--- src/hdl/spq_pkg.sv ---
// package for the severity priority queue
// types, constants and state encoding shared by all modules
package spq_pkg;

    localparam int CAPACITY_DEF = 64;

    localparam logic CMD_PUSH = 1'b0;
    localparam logic CMD_POP  = 1'b1;

    localparam logic [1:0] ST_OK        = 2'd0;
    localparam logic [1:0] ST_POP_EMPTY = 2'd1;
    localparam logic [1:0] ST_PUSH_FULL = 2'd2;

    typedef struct packed {
        logic [2:0]  severity;
        logic [15:0] exam_id;
        logic [15:0] subject_id;
        logic [15:0] machine_id;
        logic [31:0] time_stamp;
    } t_rec;

    typedef enum logic [2:0] {
        S_IDLE,
        S_SCAN,
        S_INS,
        S_POP_FRONT,
        S_POP_MV,
        S_OUT
    } t_state;

    typedef struct packed {
        logic start_push;
        logic start_pop;
        logic take_front;
        logic scan_move;
        logic write_rec;
        logic pop_move;
        logic inc_count;
        logic dec_count;
        logic load_out;
        logic [1:0] status;
    } t_cmd;

    typedef struct packed {
        logic full;
        logic empty;
        logic single;
        logic hit;
        logic idx_one;
        logic pop_last;
    } t_stat;

endpackage

--- src/hdl/spq_ctrl.sv ---
// controller state machine for the priority queue
// depends on spq_pkg
module spq_ctrl (
    input  logic           i_clk,
    input  logic           i_rst_n,
    input  logic           i_in_valid,
    input  logic           i_command,
    output logic           o_in_ready,
    output logic           o_out_valid,
    input  logic           i_out_ready,
    input  spq_pkg::t_stat i_stat,
    output spq_pkg::t_cmd  o_cmd
);
    import spq_pkg::*;

    t_state r_state, n_state;

    always_ff @(posedge i_clk) begin
        if (!i_rst_n) begin
            r_state <= S_IDLE;
        end else begin
            r_state <= n_state;
        end
    end

    always_comb begin
        n_state     = r_state;
        o_cmd       = '0;
        o_in_ready  = 1'b0;
        o_out_valid = 1'b0;
        case (r_state)
            S_IDLE: begin
                o_in_ready = 1'b1;
                if (i_in_valid) begin
                    if (i_command == CMD_PUSH) begin
                        if (i_stat.full) begin
                            o_cmd.load_out = 1'b1;
                            o_cmd.status   = ST_PUSH_FULL;
                            n_state = S_OUT;
                        end else begin
                            o_cmd.start_push = 1'b1;
                            if (i_stat.empty) begin
                                n_state = S_INS;
                            end else begin
                                n_state = S_SCAN;
                            end
                        end
                    end else begin
                        if (i_stat.empty) begin
                            o_cmd.load_out = 1'b1;
                            o_cmd.status   = ST_POP_EMPTY;
                            n_state = S_OUT;
                        end else begin
                            o_cmd.start_pop = 1'b1;
                            n_state = S_POP_FRONT;
                        end
                    end
                end
            end
            S_SCAN: begin
                if (i_stat.hit) begin
                    o_cmd.scan_move = 1'b1;
                    if (i_stat.idx_one) begin
                        n_state = S_INS;
                    end
                end else begin
                    o_cmd.write_rec = 1'b1;
                    o_cmd.inc_count = 1'b1;
                    o_cmd.load_out  = 1'b1;
                    o_cmd.status    = ST_OK;
                    n_state = S_OUT;
                end
            end
            S_INS: begin
                o_cmd.write_rec = 1'b1;
                o_cmd.inc_count = 1'b1;
                o_cmd.load_out  = 1'b1;
                o_cmd.status    = ST_OK;
                n_state = S_OUT;
            end
            S_POP_FRONT: begin
                o_cmd.take_front = 1'b1;
                if (i_stat.single) begin
                    o_cmd.dec_count = 1'b1;
                    o_cmd.load_out  = 1'b1;
                    o_cmd.status    = ST_OK;
                    n_state = S_OUT;
                end else begin
                    n_state = S_POP_MV;
                end
            end
            S_POP_MV: begin
                o_cmd.pop_move = 1'b1;
                if (i_stat.pop_last) begin
                    o_cmd.dec_count = 1'b1;
                    o_cmd.load_out  = 1'b1;
                    o_cmd.status    = ST_OK;
                    n_state = S_OUT;
                end
            end
            S_OUT: begin
                o_out_valid = 1'b1;
                if (i_out_ready) begin
                    n_state = S_IDLE;
                end
            end
            default: n_state = S_IDLE;
        endcase
    end
endmodule

--- config.mk ---
export PLATFORM = sky130hd
export DESIGN_NAME = spq_ctrl
export DESIGN_NICKNAME = d
export VERILOG_FILES = /design/src/hdl/spq_pkg.sv /design/src/hdl/spq_ctrl.sv
export SDC_FILE = /design/constraint.sdc
export NUM_CORES = 1
export LEC_CHECK = 0
export ABC_AREA = 0
export BUFFER_PORTS_ARGS = -buffer_cell sky130_fd_sc_hd__buf_2
export CAP_MARGIN = 20
export CORE_AREA = 4 4 41 43
export CTS_CLUSTER_DIAMETER = 40
export DETAILED_ROUTE_END_ITERATION = 7
export DIE_AREA = 0 0 45 47
export HOLD_SLACK_MARGIN = 0.06
export SLEW_MARGIN = 20
export SYNTH_ARGS = -nofsm -noshare
export SYNTH_HDL_FRONTEND = slang
export SYNTH_SLANG_ARGS = --single-unit
export TNS_END_PERCENT = 100
--- constraint.sdc ---
create_clock -name i_clk -period 1.4 [get_ports i_clk]
set_clock_uncertainty 0.05 [all_clocks]
set_input_delay 0.21 -clock i_clk [delete_from_list [all_inputs] [get_ports i_clk]]
set_output_delay 0.21 -clock i_clk [all_outputs]
set_load 0.1 [all_outputs]
==> flow_metrics.tcl, run 1 <==
set metrics [dict create \
    yosys-top-cells-area "dfxtp_1, nor2_1, buf_4" \
    multi_input_comb_area_um2 359 \
    via_per_inst 5.07 \
    rsz0062_at_grt "yes" \
    cts_tree "yes" \
    dp_hpwl_mm 1.16 \
    die_y_um 47 \
    grt_start_max_net_pins 9 \
    num_vias 593 \
    yosysWarnings 0 \
    antenna_left 0 \
    critPathMaxFanout 6 \
    worstSkewPairLatency_ns 0.24 \
    fillCellCount 100 \
    maxSlewViolCount 0 \
    top_register "r_state" \
    cts_inserted_buffers 3 \
    rr_startpoint "r_state[0]" \
    port_buffers 23 \
    cts_sinks 3 \
    ctsRootBufferMaster "clkbuf_4" \
    slew_headroom_pct 82.5 \
    antenna_found_initial 0 \
    max_freq_mhz 544 \
    fp.dieW_um 45 \
    worst_hold_path_type "input pin to flip-flop" \
    wl_per_cell_um 13.0 \
    drtPass1Iterations 4 \
    dieArea_um2 2120 \
    place_ws_ns -0.495 \
    fin_crit_ns 1.84 \
    max-cap-violations 0 \
    period_share_pct 131 \
    violations "setup timing" \
    synth_cell_types 28 \
    core_um2 1300 \
    rows 13 \
    post-route-util_pct 78.5 \
    final_nets 114 \
    synthCells 52 \
    grt_pass1_vias 612 \
    drive_gt1_share_pct 72.5 \
    h-tree-depth 1 \
    ios 24 \
    initial_core_util_pct 28.0 \
    hp-start "i_rst_n" \
    finalSetupViolCount 13 \
    synth.avg_cell_area_um2 7.00 \
    track_usage_pct 15.7 \
    synth.largest_area_cell "dfxtp_1" \
    synth-seq-cells 3 \
    synth_top_area_share_pct 16.5 \
    gp_congestion 0.842 \
    hold_violations 0 \
    stdcell_count 117 \
    worst_slack_ns -0.439 \
    worstMarginPinSlew_ns 0.256 \
    crit_arrival_ns 1.58 \
    grt_overflow 0 \
    insertedDiodeCount 0 \
    crit_path_end_kind "output pin" \
    dp_cells 109 \
    syn_area_um2 364 \
    area_growth_syn_to_layout_pct 180 \
    clock_path_buffers 2 \
    seqCellArea_um2 71.3 \
    clkTransAtPathRegs_ns 0.04 \
    wl_mm 1.52 \
    critical_path_required_ns 1.14 \
    largestRegisters "r_state x3" \
    crit_start "r_state[1]" \
    hold_buffers 0 \
    grt_pass1_wl_mm 2.46 \
    cp-start-kind "flip-flop" \
    synth_nets 63 \
    largest_reg_flops 3 \
    worstSetupPathType "flip-flop to output pin" \
    ys_seq_area_share_pct 16.5 \
    drc_errors 0 \
    drtIter0Drc 15 \
    status "complete, but fails checks" \
]
[path summary, 6_finish.rpt]
| kind | end | cells past startpoint | slack [ns] |
|---|---|---|---|
| max reg2reg | r_state[1] | 7 | 0.02 |
| min | r_state[1] | 3 | 0.17 |
| max | o_cmd[2] | 5 | -0.44 |
| min reg2reg | r_state[2] | 3 | 0.61 |
[synthesized netlist by cell type]
cell type / instances
inv_1: 2
nand3b_1: 1
nor2b_1: 1
and4_1: 1
a21oi_1: 4
buf_2: 1
mux2_2: 1
o21ai_2: 1
or3_1: 1
and2_4: 1
nor3_2: 1
buf_4: 3
mux2i_1: 1
nand3_1: 4
nor3_1: 1
a22oi_1: 1
and2_1: 1
a31oi_1: 1
nor2_1: 8
nor3b_1: 2
nand2_1: 4
nand2b_1: 3
dfxtp_1: 3
and4bb_1: 1
a2bb2oi_1: 1
a311oi_1: 1
and3b_1: 1
a22o_1: 1
[through the flow]
step                hold slack (ns)  TNS (ns)  instance area [µm²]
finish                        0.175     -3.09                 1020
global route                  0.180     -3.74                 1020
CTS                           0.173     -3.14                 1000
floorplan                     0.292     -7.05                  458
detailed placement            0.424     -1.60                  898
global placement              0.417     -1.34                  898
[area by class of cell]
cell class	count	area share (%)
clock buffer	4	2.57
inverter	2	0.980
multi-input combinational	43	35.2
sequential	3	6.99
tap	15	1.84
timing repair buffer	50	52.5
[cell families after synthesis]
kind of cell	Yosys count	synth area share [%]
AND/OR/NAND/NOR	31	49.1
AO/OA/AOI/OAI	10	18.9
buffers and inverters	6	9.62
flip-flops	3	16.5
multiplexers	2	5.84
[what timing repair did]
item / in CTS / in global routing
setup buffers: 3 / 1
resized for setup: 18 / 5
cloned: 0 / 0
pin swaps: 5 / 7
setup endpoints to repair: 14 / 14
[metal layers]
layer  routed length (µm)  up-vias  track usage (%)
met5                    0        -                0
met4                   57        0             6.43
met3                   80        8             2.30
met2                  795       30             30.2
met1                  584      268             17.0
li1                     -      287                -
[critical path, stage by stage, from the launching register on]
cell and delay, ns:
dfxtp_4 0.38, nor2_1 0.07, and2_4 0.16, a22o_4 0.21
or3_4 0.34, buf_12 0.17
[cells in the final DEF, fill, tap and decap left out, types with 2 or more instances in the layout]
cell type / netlist / routed
nor3b_4: 0 / 2
dfxtp_4: 0 / 3
buf_12: 0 / 13
a21oi_1: 4 / 4
buf_4: 3 / 21
buf_2: 1 / 10
nand2b_1: 3 / 3
nor2_1: 8 / 5
nand2_1: 4 / 3
buf_6: 0 / 6
and2_4: 1 / 2
nand3_1: 4 / 4
nor2_4: 0 / 2
nor3_4: 0 / 2
clkbuf_4: 0 / 3
Power of run 1 is left out: the tool's default activity adds up to more than one toggle a clock period on the data nets, which glitch-free logic cannot reach.
==> run 2, diff against run 1 <==
--- a/config.mk
+++ b/config.mk
@@ -13,6 +13,7 @@
 export DETAILED_ROUTE_END_ITERATION = 7
 export DIE_AREA = 0 0 45 47
 export HOLD_SLACK_MARGIN = 0.06
+export REMOVE_ABC_BUFFERS = 1
 export SLEW_MARGIN = 20
 export SYNTH_ARGS = -nofsm -noshare
 export SYNTH_HDL_FRONTEND = slang
==> run 2 against run 1 <==
The flow still finishes with violations (setup timing); maximum frequency decreased by 0.57%; final cell count is the same; core utilization down 1.7 points; routed wire length up 29%; via count is 4.6% higher; critical path type unchanged; worst hold slack improved by 0.035 ns; highest routed layer unchanged; critical path depth unchanged; sequential share of layout area grew 0.16 points; non-clock buffer count unchanged; count of clock-buffer cells in the layout unchanged; setup slack got worse by 0.011 ns; global-route usage increased by 2.7 points.
==> flow_metrics.tcl, run 2 (synthesized netlist as in run 1, its figures left out) <==
set metrics [dict create \
    maxSlewViolCount 0 \
    clock_path_buffers 2 \
    drtIter0Drc 14 \
    period_share_pct 132 \
    worst_hold_path_type "input pin to flip-flop" \
    grt_overflow 0 \
    dieArea_um2 2120 \
    crit_path_end_kind "output pin" \
    rows 13 \
    drc_errors 0 \
    area_growth_syn_to_layout_pct 174 \
    max_freq_mhz 541 \
    rrSetupSlack_ns -0.10 \
    worst_slack_ns -0.449 \
    fp.dieW_um 45 \
    final_nets 114 \
    largest_reg_flops 3 \
    crit_arrival_ns 1.59 \
    hold_violations 0 \
    wl_met2_um 984 \
    antenna_found_initial 0 \
    crit_start "r_state[1]" \
    top_layer "met4" \
    max-cap-violations 0 \
    wl_per_cell_um 16.7 \
    cts_inserted_buffers 3 \
    hold_buffers 0 \
    wl_met1_um 733 \
    slowest_delay_ns 0.40 \
    ios 24 \
    fillCellCount 76 \
    clkTransAtPathRegs_ns 0.04 \
    critPathMaxFanout 5 \
    slowest_stage "dfxtp_4" \
    worstSetupPathType "flip-flop to output pin" \
    violations "setup timing" \
    dp_hpwl_mm 1.08 \
    initial_core_util_pct 28.0 \
    track_usage_pct 18.4 \
    drtPass1Iterations 4 \
    critical_path_required_ns 1.14 \
    worstPathCellList "nor2_2, and2_4, a22o_1, or3_4, buf_12" \
    rr_startpoint "r_state[0]" \
    grt_start_max_net_pins 9 \
    insertedDiodeCount 0 \
    largestRegisters "r_state x3" \
    die_y_um 47 \
    cp-start-kind "flip-flop" \
    rsz0062_at_grt "yes" \
    finalSetupViolCount 16 \
    post-route-util_pct 76.7 \
    top_register "r_state" \
    wl_met3_um 141 \
    grt_pass1_vias 630 \
    fin_crit_ns 1.85 \
    stdcell_count 117 \
    core_um2 1300 \
    mostFrequentLayoutCells "buf_4, buf_12, buf_2, buf_6, nor2_1" \
    final_common_cell "buf_4" \
    cts_sinks 3 \
    antenna_left 0 \
    worstSkewPairLatency_ns 0.25 \
    ctsRootBufferMaster "clkbuf_4" \
    h-tree-depth 1 \
    status "complete, but fails checks" \
    num_vias 620 \
    cp-endpoint "o_cmd[2]" \
    reg2reg_depth 6 \
    slew_headroom_pct 84.3 \
    via_per_inst 5.30 \
    dp_cells 103 \
    worstMarginPinSlew_ns 0.236 \
    r2r-end "r_state[0]" \
    port_buffers 23 \
    gp_congestion 0.879 \
    cts_tree "yes" \
    wl_mm 1.95 \
    grt_pass1_wl_mm 2.79 \
    drive_gt1_share_pct 72.5 \
]
## run 2: worst min path at each step
stage	start	to	depth (start not counted)
finish	i_rst_n	r_state[2]	3
global route	i_rst_n	r_state[2]	3
CTS	i_rst_n	r_state[1]	3
detailed placement	i_rst_n	r_state[1]	3
global placement	i_rst_n	r_state[1]	3
floorplan	i_rst_n	r_state[1]	2
## run 2: critical path: cells and delay by family (launching register included)
kind / cells / cell delay [ns]
buffers and inverters: 1 / 0.17
flip-flops: 1 / 0.40
AND/OR/NAND/NOR: 3 / 0.57
AO/OA/AOI/OAI: 1 / 0.21
## run 2: what timing repair did
action | in CTS | in global routing
endpoints found under the setup margin | 15 | 15
resized for setup | 24 | 11
pin swaps | 12 | 11
buffers inserted | 8 | 8
## run 2: per-stage QoR
step / setup WS (ns) / hold WS [ns] / setup TNS [ns] / instance area (µm²)
4_1_cts: -0.398 / 0.163 / -3.31 / 952
3_3_place_gp: -0.213 / 0.410 / -0.815 / 793
2_1_floorplan: -3.53 / 0.286 / -23.52 / 337
5_1_grt: -0.488 / 0.210 / -4.51 / 998
6_report: -0.449 / 0.210 / -3.48 / 998
3_5_place_dp: -0.259 / 0.419 / -1.25 / 793
## run 2: layer usage
layer  GRT usage (%)  vias up
li1                -      284
met1            19.3      285
met2            33.6       41
met3            3.83       10
met4            11.1        0
met5               0        -
## run 2: final cells by class
cell class	count	area, µm²	share of cell area (%)
timing repair buffer	50	536	53.6
inverter	2	10.0	1.00
clock buffer	4	26.3	2.63
tap	15	18.8	1.88
multi-input combinational	43	337	33.7
sequential	3	71.3	7.14
Power of run 2 is left out for the same reason.
